## src/hw/rtl/eba_pkg.sv

```systemverilog
// eba_pkg: operation codes, flag bit positions and shared structs for the
// accumulator ALU. No dependencies.
`default_nettype none

package eba_pkg;

    // operation codes of the input beat
    typedef enum logic [3:0] {
        OP_ADD      = 4'd0,
        OP_ADC      = 4'd1,
        OP_SUB      = 4'd2,
        OP_SBC      = 4'd3,
        OP_AND      = 4'd4,
        OP_XOR      = 4'd5,
        OP_OR       = 4'd6,
        OP_CP       = 4'd7,
        OP_INC      = 4'd8,
        OP_DEC      = 4'd9,
        OP_CPL      = 4'd10,
        OP_RLCA     = 4'd11,
        OP_RRA      = 4'd12,
        OP_LOAD     = 4'd13,
        OP_EXCHANGE = 4'd14
    } op_t;

    // flag bit positions
    localparam int unsigned FLAG_C  = 0;
    localparam int unsigned FLAG_N  = 1;
    localparam int unsigned FLAG_PV = 2;
    localparam int unsigned FLAG_H  = 4;
    localparam int unsigned FLAG_Z  = 6;
    localparam int unsigned FLAG_S  = 7;

    // special operand values for inc/dec overflow and half carry
    localparam logic [7:0] BYTE_MAX_POS = 8'h7f;
    localparam logic [7:0] BYTE_MIN_NEG = 8'h80;
    localparam logic [3:0] NIBBLE_ONES  = 4'hf;

    // architectural state seen by the alu
    typedef struct packed {
        logic [7:0] acc;
        logic [7:0] flags;
        logic [7:0] alt_acc;
        logic [7:0] alt_flags;
    } alu_state_t;

    // alu outcome for one beat
    typedef struct packed {
        logic [7:0] result;
        logic [7:0] acc;
        logic [7:0] flags;
        logic       swap;
    } alu_out_t;

endpackage : eba_pkg

`default_nettype wire

```

## src/hw/rtl/eight_bit_accumulator_alu.sv

```systemverilog
// eight_bit_accumulator_alu: top level with input register, accumulator
// and flag state, alternate pair and result register. Uses eba_pkg, eba_alu.
//
// Usage:
//   Input channel s_valid/s_ready carries one beat: s_operation (4 bits)
//   and s_operand (8 bits). Result channel m_valid/m_ready returns one beat
//   per input beat: m_result_byte, m_accumulator_out, m_flags_out.
//   Path: a beat accepted into the input register passes the alu and lands
//   in the result register, which drives m_valid and the result outputs.
//   Throughput: one beat per cycle while m_ready is high. The accumulator
//   and flags are written at the same edge as the result register, so a
//   following beat in the input register already sees the new state.
//   Reset (aresetn low, synchronous): accumulator, flags and the alternate
//   pair clear to zero and both registers empty.
//   Stall: when m_ready is low with a result waiting, the result stays,
//   the input register holds one more beat and then s_ready drops; nothing
//   is lost or repeated.
`default_nettype none

module eight_bit_accumulator_alu (
    input  wire logic       aclk,
    input  wire logic       aresetn,
    input  wire logic       s_valid,
    output logic            s_ready,
    input  wire logic [3:0] s_operation,
    input  wire logic [7:0] s_operand,
    output logic            m_valid,
    input  wire logic       m_ready,
    output logic [7:0]      m_result_byte,
    output logic [7:0]      m_accumulator_out,
    output logic [7:0]      m_flags_out
);
    import eba_pkg::*;

    logic       in_valid_reg;
    logic [3:0] in_op_reg;
    logic [7:0] in_operand_reg;
    logic       out_valid_reg;
    logic [7:0] out_result_reg;
    logic [7:0] out_acc_reg;
    logic [7:0] out_flags_reg;
    alu_state_t state_reg;
    alu_state_t state_next;
    alu_out_t   outcome;
    logic       advance;
    logic       commit;

    // pipeline control
    assign advance = !out_valid_reg || m_ready;
    assign commit  = in_valid_reg && advance;
    assign s_ready = !in_valid_reg || advance;

    // input register
    always_ff @(posedge aclk) begin
        if (!aresetn) begin
            in_valid_reg <= 1'b0;
        end else if (s_ready) begin
            in_valid_reg <= s_valid;
        end
    end

    always_ff @(posedge aclk) begin
        if (s_valid && s_ready) begin
            in_op_reg      <= s_operation;
            in_operand_reg <= s_operand;
        end
    end

    eba_alu u_alu (
        .operation (in_op_reg),
        .operand   (in_operand_reg),
        .state     (state_reg),
        .outcome   (outcome)
    );

    // next architectural state
    always_comb begin
        state_next       = state_reg;
        state_next.acc   = outcome.acc;
        state_next.flags = outcome.flags;
        if (outcome.swap) begin
            state_next.alt_acc   = state_reg.acc;
            state_next.alt_flags = state_reg.flags;
        end
    end

    always_ff @(posedge aclk) begin
        if (!aresetn) begin
            state_reg <= '0;
        end else if (commit) begin
            state_reg <= state_next;
        end
    end

    // result register
    always_ff @(posedge aclk) begin
        if (!aresetn) begin
            out_valid_reg <= 1'b0;
        end else if (advance) begin
            out_valid_reg <= in_valid_reg;
        end
    end

    always_ff @(posedge aclk) begin
        if (commit) begin
            out_result_reg <= outcome.result;
            out_acc_reg    <= outcome.acc;
            out_flags_reg  <= outcome.flags;
        end
    end

    assign m_valid           = out_valid_reg;
    assign m_result_byte     = out_result_reg;
    assign m_accumulator_out = out_acc_reg;
    assign m_flags_out       = out_flags_reg;

    // exchange moves the old pair into the alternate slot
    a_exchange_swap: assert property (@(posedge aclk) disable iff (!aresetn)
        (commit && in_op_reg == OP_EXCHANGE) |=>
            (state_reg.alt_acc == $past(state_reg.acc)) &&
            (state_reg.alt_flags == $past(state_reg.flags)))
        else $error("exchange did not save the old accumulator pair");

    // compare, inc and dec leave the accumulator alone
    a_acc_kept: assert property (@(posedge aclk) disable iff (!aresetn)
        (commit && (in_op_reg == OP_CP || in_op_reg == OP_INC ||
                    in_op_reg == OP_DEC)) |=> $stable(state_reg.acc))
        else $error("accumulator changed on compare/inc/dec");

    // result beat mirrors the state it committed
    a_out_matches_state: assert property (@(posedge aclk) disable iff (!aresetn)
        commit |=> (out_acc_reg == state_reg.acc) &&
                   (out_flags_reg == state_reg.flags))
        else $error("result beat differs from committed state");

    // unused flag bits stay clear
    a_flag_gaps: assert property (@(posedge aclk) disable iff (!aresetn)
        (state_reg.flags[5] == 1'b0) && (state_reg.flags[3] == 1'b0))
        else $error("reserved flag bit set");

endmodule : eight_bit_accumulator_alu

`default_nettype wire

```

## src/hw/rtl/eba_alu.sv

```systemverilog
// eba_alu: combinational datapath for one operation, adder/subtractor,
// logic ops, rotates and flag generation. Depends on eba_pkg.
`default_nettype none

module eba_alu (
    input  wire logic [3:0]          operation,
    input  wire logic [7:0]          operand,
    input  wire eba_pkg::alu_state_t state,
    output eba_pkg::alu_out_t        outcome
);
    import eba_pkg::*;

    op_t        op;
    logic [7:0] a;
    logic [7:0] n;
    logic [7:0] f;
    logic       cin;
    logic       use_carry;
    logic [8:0] sum9;
    logic [4:0] sum_lo;
    logic [8:0] dif9;
    logic [4:0] dif_lo;
    logic [7:0] add_r;
    logic [7:0] sub_r;
    logic [7:0] add_f;
    logic [7:0] sub_f;
    logic [7:0] log_r;
    logic [7:0] inc_r;
    logic [7:0] dec_r;
    logic [7:0] tmp_r;

    assign op        = op_t'(operation);
    assign a         = state.acc;
    assign n         = operand;
    assign f         = state.flags;
    assign use_carry = (op == OP_ADC) || (op == OP_SBC);
    assign cin       = use_carry & f[FLAG_C];

    // adder with half carry and overflow
    assign sum9   = {1'b0, a} + {1'b0, n} + {8'd0, cin};
    assign sum_lo = {1'b0, a[3:0]} + {1'b0, n[3:0]} + {4'd0, cin};
    assign add_r  = sum9[7:0];
    always_comb begin
        add_f          = '0;
        add_f[FLAG_S]  = add_r[7];
        add_f[FLAG_Z]  = (add_r == 8'd0);
        add_f[FLAG_H]  = sum_lo[4];
        add_f[FLAG_PV] = ~(a[7] ^ n[7]) & (a[7] ^ add_r[7]);
        add_f[FLAG_C]  = sum9[8];
    end

    // subtractor with half borrow and overflow
    assign dif9   = {1'b0, a} - {1'b0, n} - {8'd0, cin};
    assign dif_lo = {1'b0, a[3:0]} - {1'b0, n[3:0]} - {4'd0, cin};
    assign sub_r  = dif9[7:0];
    always_comb begin
        sub_f          = '0;
        sub_f[FLAG_S]  = sub_r[7];
        sub_f[FLAG_Z]  = (sub_r == 8'd0);
        sub_f[FLAG_H]  = dif_lo[4];
        sub_f[FLAG_PV] = (a[7] ^ n[7]) & (a[7] ^ sub_r[7]);
        sub_f[FLAG_N]  = 1'b1;
        sub_f[FLAG_C]  = dif9[8];
    end

    assign inc_r = n + 8'd1;
    assign dec_r = n - 8'd1;

    // logic ops share one flag pattern, but H is set only for AND
    always_comb begin
        unique case (op)
            OP_AND:  log_r = a & n;
            OP_XOR:  log_r = a ^ n;
            default: log_r = a | n;
        endcase
    end

    // operation select
    always_comb begin
        outcome.swap   = 1'b0;
        outcome.acc    = a;
        outcome.flags  = f;
        outcome.result = a;
        tmp_r          = a;
        unique case (op)
            OP_ADD, OP_ADC: begin
                outcome.acc    = add_r;
                outcome.flags  = add_f;
                outcome.result = add_r;
            end
            OP_SUB, OP_SBC: begin
                outcome.acc    = sub_r;
                outcome.flags  = sub_f;
                outcome.result = sub_r;
            end
            OP_CP: begin
                outcome.flags  = sub_f;
            end
            OP_AND, OP_XOR, OP_OR: begin
                outcome.acc            = log_r;
                outcome.result         = log_r;
                outcome.flags          = '0;
                outcome.flags[FLAG_S]  = log_r[7];
                outcome.flags[FLAG_Z]  = (log_r == 8'd0);
                outcome.flags[FLAG_PV] = ~^log_r;
                outcome.flags[FLAG_H]  = (op == OP_AND);
            end
            OP_INC: begin
                outcome.result         = inc_r;
                outcome.flags          = '0;
                outcome.flags[FLAG_C]  = f[FLAG_C];
                outcome.flags[FLAG_S]  = inc_r[7];
                outcome.flags[FLAG_Z]  = (inc_r == 8'd0);
                outcome.flags[FLAG_H]  = (n[3:0] == NIBBLE_ONES);
                outcome.flags[FLAG_PV] = (n == BYTE_MAX_POS);
            end
            OP_DEC: begin
                outcome.result         = dec_r;
                outcome.flags          = '0;
                outcome.flags[FLAG_C]  = f[FLAG_C];
                outcome.flags[FLAG_N]  = 1'b1;
                outcome.flags[FLAG_S]  = dec_r[7];
                outcome.flags[FLAG_Z]  = (dec_r == 8'd0);
                outcome.flags[FLAG_H]  = (n[3:0] == 4'd0);
                outcome.flags[FLAG_PV] = (n == BYTE_MIN_NEG);
            end
            OP_CPL: begin
                tmp_r                 = ~a;
                outcome.acc           = tmp_r;
                outcome.result        = tmp_r;
                outcome.flags[FLAG_H] = 1'b1;
                outcome.flags[FLAG_N] = 1'b1;
            end
            OP_RLCA: begin
                tmp_r                 = {a[6:0], a[7]};
                outcome.acc           = tmp_r;
                outcome.result        = tmp_r;
                outcome.flags[FLAG_H] = 1'b0;
                outcome.flags[FLAG_N] = 1'b0;
                outcome.flags[FLAG_C] = a[7];
            end
            OP_RRA: begin
                tmp_r                 = {f[FLAG_C], a[7:1]};
                outcome.acc           = tmp_r;
                outcome.result        = tmp_r;
                outcome.flags[FLAG_H] = 1'b0;
                outcome.flags[FLAG_N] = 1'b0;
                outcome.flags[FLAG_C] = a[0];
            end
            OP_LOAD: begin
                outcome.acc    = n;
                outcome.result = n;
            end
            OP_EXCHANGE: begin
                outcome.swap   = 1'b1;
                outcome.acc    = state.alt_acc;
                outcome.flags  = state.alt_flags;
                outcome.result = state.alt_acc;
            end
            default: begin
                // unused code: nothing changes
                outcome.swap = 1'b0;
            end
        endcase
    end

endmodule : eba_alu

`default_nettype wire
```

## config.mk

```make
export PLATFORM = sky130hd
export DESIGN_NAME = eight_bit_accumulator_alu
export DESIGN_NICKNAME = d
export VERILOG_FILES = /design/src/hw/rtl/eba_pkg.sv /design/src/hw/rtl/eight_bit_accumulator_alu.sv /design/src/hw/rtl/eba_alu.sv
export SDC_FILE = /design/constraint.sdc
export NUM_CORES = 1
export LEC_CHECK = 0
export BUFFER_PORTS_ARGS = -buffer_cell sky130_fd_sc_hd__buf_2
export CORE_ASPECT_RATIO = 0.7
export CORE_MARGIN = 4
export CORE_UTILIZATION = 63
export CTS_BUF_LIST = sky130_fd_sc_hd__clkbuf_4 sky130_fd_sc_hd__clkbuf_8
export DETAILED_ROUTE_END_ITERATION = 16
export PLACE_DENSITY = 0.83
export SLEW_MARGIN = 10
export SYNTH_ARGS = -nofsm -noshare
export SYNTH_HDL_FRONTEND = slang
export SYNTH_SLANG_ARGS = --single-unit
```

## constraint.sdc

```tcl
create_clock -name aclk -period 4.77 [get_ports aclk]
set_input_delay 0.2385 -clock aclk [delete_from_list [all_inputs] [get_ports aclk]]
set_output_delay 0.2385 -clock aclk [all_outputs]
set_load 0.05 [all_outputs]
```

==> results of run 1 <==
## cell usage in the layout, fill, tap and decap left out, drive strengths merged, types with 4 or more instances in the layout
cell type and instances:
nand2 79, buf 56, a21oi 49, nor2 44, ha 40, edfxtp 36
dfxtp 34, inv 33, mux2i 23, a31oi 19, xnor2 18, o21ai 16
nand3 12, nor3 11, nor2b 10, clkbuf 10, nand2b 9, and3 8
and2 7, xor2 7, a211oi 7, clkinv 7, nor4 6, a221oi 6
nand3b 5, a21o 5, a22o 4, nand4 4, mux2 4, o22ai 4
fa 4, nor3b 4
## per-stage QoR
| step | cells | utilization | power, W | hold slack, ns | setup WS, ns |
|---|---|---|---|---|---|
| 2_1_floorplan | 597 | - | 0.00106 | 0.337 | 1.37 |
| 3_3_place_gp | 720 | 0.690 | 0.00119 | 0.415 | 0.704 |
| 3_5_place_dp | 720 | 0.690 | 0.00119 | 0.417 | 0.753 |
| 4_1_cts | 736 | 0.714 | 0.00166 | 0.0401 | 0.747 |
| 5_1_grt | 736 | 0.714 | 0.00174 | 0.0363 | 0.418 |
| 6_report | 736 | 0.714 | 0.00168 | 0.0459 | 0.590 |
## final cells by class
type	instances	area [sq um]
well taps	101	126
clock inverters	6	62.6
inverters	35	131
repair buffers	56	318
clock buffers	10	131
fillers	629	2280
flip-flops and latches	70	1760
multi-input cells	458	3160
## report_power, final
group / leakage (nW) / switching, W / internal (W)
Combinational: 1.59 / 0.000330 / 0.000172
Clock: 0.103 / 0.000228 / 0.000246
Sequential: 0.620 / 0.0000289 / 0.000670
Total: 2.32 / 0.000587 / 0.00109
## routing by layer
metal	up-vias	track usage	wire, um
met5	-	0	0
met4	0	0.118	597
met3	67	0.0951	2220
met2	384	0.469	6870
met1	2280	0.515	6750
li1	2225	-	-
## kinds of logic after synthesis
group	count (synthesis)	share of synthesized area
XOR/XNOR	25	0.0419
multiplexers	27	0.0526
flip-flops	70	0.337
buffers and inverters	69	0.0588
AO/OA/AOI/OAI	148	0.196
AND/OR/NAND/NOR	214	0.203
adder cells (fa/ha/maj)	44	0.111
## how the worst max path moves through the flow
| stage | end |
|---|---|
| after floorplan | m_result_byte[1]$_DFFE_PP_ |
| after global placement | m_result_byte[6]$_DFFE_PP_ |
| after detailed placement | m_result_byte[6]$_DFFE_PP_ |
| after CTS | m_result_byte[6]$_DFFE_PP_ |
| after global routing | m_flags_out[7]$_DFFE_PP_ |
| final | m_result_byte[6]$_DFFE_PP_ |
## critical path: stages (launching register included)
cell and delay (ns):
edfxtp_1 0.62, nor2_1 0.33, nand3_1 0.20, inv_1 0.13, fa_1 0.47, ha_1 0.23, nor2_1 0.16, fa_1 0.26
nand2b_1 0.15, a221oi_2 0.36, xnor2_1 0.17, a32o_1 0.24, nor2_1 0.43, a31oi_1 0.16
==> results.md, run 1 <==
- Total routed wirelength: 16.4 mm
- Area growth from synthesis to layout: 8.83%
- WHS Endpoint: in_operand_reg[1]$_DFFE_PP_
- Hold Path Stages: 1
- Worst endpoint required time: 4.86 ns
- Avg Inst Size Synth: 8.76 sq um
- Gpl congestion: 1.04
- Vias in the first global route: 4519
- Most frequent cell after synthesis: nand2_1
- Cts hold-fix bufs: 0
- Via count: 4956
- Drt pass-1 iters: 6
- Reg2reg end: m_result_byte[6]$_DFFE_PP_
- Post-synth top cells: 79 x nand2_1, 49 x a21oi_1, 43 x nor2_1
- Starting density of the core: 0.656
- Ys Warns: 0
- # IOs: 42
- Port Buf Inserts: 41
- Net count, final: 690
- Max FFs per register: 32
- Die area: 9850 sq um
- First-pass GRT wire length: 25.6 mm
- Root Driver: clkbuf_8
- Fin. max-slew vios: 0
- Post-synth top area share: 0.207
- Slew @ Worst Pin: approximately 0.9 ns
- Minimum clock period: between 4 and 5 ns
- Placed cell areas: roughly 5500 sq um
- Max_slew headroom: 0.380
- Post-synth EDFFs: 36
- Status: finished, final reports clean
- Final period util: 0.876
- Die X: 117 um
- R2r worst-path depth: 13
- Mapped Area: 5230 sq um
- Max-cap violations: 0
- Die height: roughly 84 um
- N_diodes: 0
- CTS tree: built
- PostCTS Resize Cnt: 0
- Routed len/inst: 22.3 um
- Sequential area share after synthesis: 0.337
- Synth area leader: edfxtp_1
- Initial DRC count: 711
- Final instance area: 5690 sq um
- Reg2reg setup slack: 0.59 ns
- Ranking of synthesized cells by area: edfxtp_1 21%, dfxtp_1 13%, ha_1 9.6%, nand2_1 5.7%, a21oi_1 4.7%
- H-Tree Depth: 3
- Number of vias per cell: 6.73
- Clock-pin slew reported for the worst setup and hold paths after clock tree synthesis: roughly 0.08 ns
- Global route overflow: 0
- Clk buf depth: 2
- CP Capture Type: flip-flop
- Share of cells above drive strength 1: 0.148
- Total Routing Usage GR: 0.343
- DRC: 0
- Skew final: between 0.01 and 0.015 ns
- Pin count of the biggest net entering global routing: 41
- CP startpoint: in_op_reg[3]$_DFFE_PP_
- Initial antenna violation count: 0
- Min-delay src: s_operand[1]
- Post-synthesis register bit count: 70
- Asr flop ratio synth: 0
- Final setup violating endpoints: 0
- Total CTS buffers: 9
- DRT antenna net count: 0
- Core area: about 8000 sq um
- Final number of hold-violating endpoints: 0
- DP Wirelength: between 10 and 15 mm
- Arr. time, crit path: 4.27 ns
- CP Class: reg2reg
- Post-synthesis cell type count: 75
- Crit Reg-Reg Startpoint: in_op_reg[3]$_DFFE_PP_
- Leakage: 2.32 nW
- Post-CTS Setup Inserts: 0
- Most used DFF post-synth: edfxtp_1
- Crit path max fanout: 15
- Syn Inst Count: slightly below 600
- Synthesized Nets: ~660
- PwrDens: 294 nW/um^2
- RSZ-0062 raised after global routing: no
- Row cnt: 27
- Sink Count: 70
- Skew-Pair Late Insertion Delay: 0.36 ns
- VDD IR-drop max: 0.000202 V
- HP Class: in2reg
- CP startpoint kind: flip-flop
- Final setup TNS: 0 ns
- Fmax: roughly 240 MHz
(Power assumes the default switching activity.)
==> run 2: changes to the inputs <==
--- a/config.mk
+++ b/config.mk
@@ -5,6 +5,7 @@
 export SDC_FILE = /design/constraint.sdc
 export NUM_CORES = 1
 export LEC_CHECK = 0
+export ABC_AREA = 1
 export BUFFER_PORTS_ARGS = -buffer_cell sky130_fd_sc_hd__buf_2
 export CORE_ASPECT_RATIO = 0.7
 export CORE_MARGIN = 4
@@ -15,4 +16,5 @@
 export SLEW_MARGIN = 10
 export SYNTH_ARGS = -nofsm -noshare
 export SYNTH_HDL_FRONTEND = slang
+export SYNTH_HIERARCHICAL = 1
 export SYNTH_SLANG_ARGS = --single-unit
==> constraint.sdc (replaced) <==
create_clock -name aclk -period 4.5 [get_ports aclk]
set_input_delay 0.225 -clock aclk [delete_from_list [all_inputs] [get_ports aclk]]
set_output_delay 0.225 -clock aclk [all_outputs]
set_load 0.05 [all_outputs]
==> run 2 against run 1 <==
Effect of this change:
- critical path depth is 4 higher
- clock skew fell by 0.0037 ns
- total power rose by 12%
- global-route usage up 1.5 points
- maximum frequency increased by 30%
- die area increased by 3.8%
- non-clock buffer count down 14
- clock power is 22% higher
- worst hold slack lost 0.011 ns
- largest cell class unchanged
==> results.md, run 2 <==
- Status: finished, final reports clean
- Port Buf Inserts: between 40 and 50
- Sink Count: 70
- Multiplexer share of the synthesized area: 0
- Max_slew headroom: 0.294
- Total power: 0.00188 W
- Arr. time, crit path: 3.45 ns
- Root Driver: clkbuf_8
- Net count, final: 878
- Commonest non-fill, non-tap cell in the layout: nand2_1
- Slew @ Worst Pin: 1.06 ns
- Placed cell areas: 5700 sq um
- Commonest non-fill, non-tap cells in the layout: 199 x nand2_1, 130 x inv_1, 96 x nor2_1, 41 x buf_2, 40 x ha_1
- Reg2reg end: state_reg[30]$_SDFFE_PN0P_
- Starting density of the core: 0.645
- Dpl ws: between 1 and 1.5 ns
- Hold Path Stages: 1
- Most used DFF post-synth: edfxtp_1
- Met2 GRT Util: 0.533
- Final setup TNS: 0 ns
- Final number of hold-violating endpoints: 0
- Main combinational cell family by area after synthesis: simple AND/OR/NAND/NOR gates
- Die area: roughly 10000 sq um
- Die height: 85.8 um
- Post-synthesis cell type count: 47
- First-pass GRT wire length: 28.4 mm
- Mapped Area: 5450 sq um
- Simple-gate share of the synthesized area: 0.324
- Initial antenna violation count: 0
- Skew-Pair Late Insertion Delay: 0.36 ns
- Met3 Track Usage GR: 0.0969
- HP Class: in2reg
- Met1 usage: 0.491
- Synthesized Nets: 841
- Post-synth EDFFs: 36
- Sequential area share after synthesis: 0.323
- Clock-pin slew reported for the worst setup and hold paths after clock tree synthesis: around 0.080 ns
- Fmax: 312 MHz
- Number of vias per cell: 6.07
- DP Wirelength: 13.6 mm
- WHS Endpoint: in_op_reg[1]$_DFFE_PP_
- Final core utilization: 0.701
- R2r worst-path depth: 17
- Setup ws final: 1.29 ns
- Share of cells above drive strength 1: 0.104
- Area growth from synthesis to layout: 8.59%
- # IOs: 42
- Final setup violating endpoints: 0
- Final period util: 0.713
- CP Class: reg2reg
- Xor and xnor fraction of the mapped netlist area: 0.0161
- CP Capture Type: flip-flop
- Min-delay src: s_operation[1]
- Minimum clock period: 3.21 ns
- H-Tree Depth: 3
- CP startpoint kind: flip-flop
- Total CTS buffers: 9
- Synth area leader: edfxtp_1
- PostCTS Resize Cnt: 0
- Final instance area: 5920 sq um
- Leakage: 2.81 nW
- N_diodes: 0
- Core area: 8440 sq um
- Reg2reg setup slack: between 1 and 1.5 ns
- Post-synthesis compound-gate area fraction: 0.114
- DRT antenna net count: 0
- Worst endpoint required time: around 4.8 ns
- Cts hold-fix bufs: 0
- Post-synth top cells: 199 x nand2_1, 130 x inv_1, 96 x nor2_1
- DRC: 0
- Die X: 119 um
- Post-synthesis register bit count: 70
- Gr busiest metal: met2
- Adder-Cell Fraction of Synth Area: 0.107
- CTS tree: built
- Ys Warns: 6
- Reg area: 1760 sq um
- VDD IR-drop max: 0.000265 V
- Row cnt: 28
- Total routed wirelength: around 18 mm
- Syn Inst Count: slightly below 800
- Drt pass-1 iters: 6
- Via count: 5724
- Post-CTS Setup Inserts: 0
- PwrDens: ~320 nW/um^2
- RSZ-0062 raised after global routing: no
- Max FFs per register: 32
- Fillers: 731
- Max-cap violations: 0
- Routed len/inst: 18.7 um
- Clk buf depth: 2
- Gpl congestion: 1.07
- Crit Reg-Reg Startpoint: in_op_reg[3]$_DFFE_PP_
- Post-synth top area share: 0.198
- Multi-input logic area: 3050 sq um
- Total Routing Usage GR: 0.358
- Ranking of synthesized cells by area: edfxtp_1 20%, nand2_1 14%, dfxtp_1 12%, ha_1 9.2%, inv_1 9.0%
- Asr flop ratio synth: 0
- Global route overflow: 0
- Skew final: 0.0108 ns
- Crit path max fanout: 7
- Vias in the first global route: between 5k and 6k
- Avg Inst Size Synth: 6.98 sq um
- Initial DRC count: 1024
- Most frequent cell after synthesis: nand2_1
- Fin. max-slew vios: 0
- Pin count of the biggest net entering global routing: 41
## run 2: layout make-up
cell class              count  area share
clock buffers              10      0.0222
clock inverters             6      0.0148
inverters                 137      0.0880
multi-input cells         558       0.516
flip-flops and latches     70       0.298
well taps                 120      0.0254
repair buffers             42      0.0359
## run 2: kinds of logic (layout without fill, tap and decap cells)
| group | Yosys count | after routing |
|---|---|---|
| flops | 70 | 70 |
| simple gates | 404 | 404 |
| compound gates | 100 | 100 |
| buf+inv | 153 | 195 |
| xor+xnor | 10 | 10 |
| fa+ha+maj | 44 | 44 |
## run 2: how the worst max path moves through the flow
stage | start | end | depth (start not counted)
6_report | in_op_reg[3]$_DFFE_PP_ | state_reg[30]$_SDFFE_PN0P_ | 17
5_1_grt | in_op_reg[3]$_DFFE_PP_ | state_reg[30]$_SDFFE_PN0P_ | 17
4_1_cts | in_op_reg[3]$_DFFE_PP_ | state_reg[30]$_SDFFE_PN0P_ | 17
3_5_place_dp | in_op_reg[3]$_DFFE_PP_ | state_reg[30]$_SDFFE_PN0P_ | 17
3_3_place_gp | in_op_reg[3]$_DFFE_PP_ | state_reg[31]$_SDFFE_PN0P_ | 19
2_1_floorplan | in_op_reg[3]$_DFFE_PP_ | state_reg[31]$_SDFFE_PN0P_ | 19
## run 2: per-layer routing
| layer | vias to the layer above | share of wire |
|---|---|---|
| met5 | - | 0 |
| met3 | 78 | 0.12 |
| met2 | 394 | 0.42 |
| met1 | 2630 | 0.42 |
| li1 | 2622 | - |
| met4 | 0 | 0.046 |
## run 2: metrics by stage
stage | hold slack (ns) | std cells
after global routing | 0.0216 | 943
final | 0.0352 | 943
after global placement | 0.401 | 927
after detailed placement | 0.404 | 927
after CTS | 0.0245 | 943
after floorplan | 0.324 | 781
## run 2: worst max-delay path, stage by stage, from the launching register on
cell,delay (ns)
edfxtp_1,0.51
nor2_1,0.22
inv_1,0.07
nor3_1,0.26
inv_1,0.10
fa_1,0.40
inv_1,0.09
fa_1,0.25
nand3b_1,0.20
nand3_1,0.15
nand2_1,0.09
nand2_1,0.06
nand2_1,0.06
nand2_1,0.09
nor3_1,0.20
nand2_1,0.11
o21ai_0,0.19
nor2_1,0.06
## run 2: report_power, final
part	internal [W]	leakage, nW	switching, W
clock network	0.000318	0.114	0.000258
registers	0.000718	0.624	0.0000453
logic	0.000162	2.07	0.000383
total	0.00120	2.81	0.000686
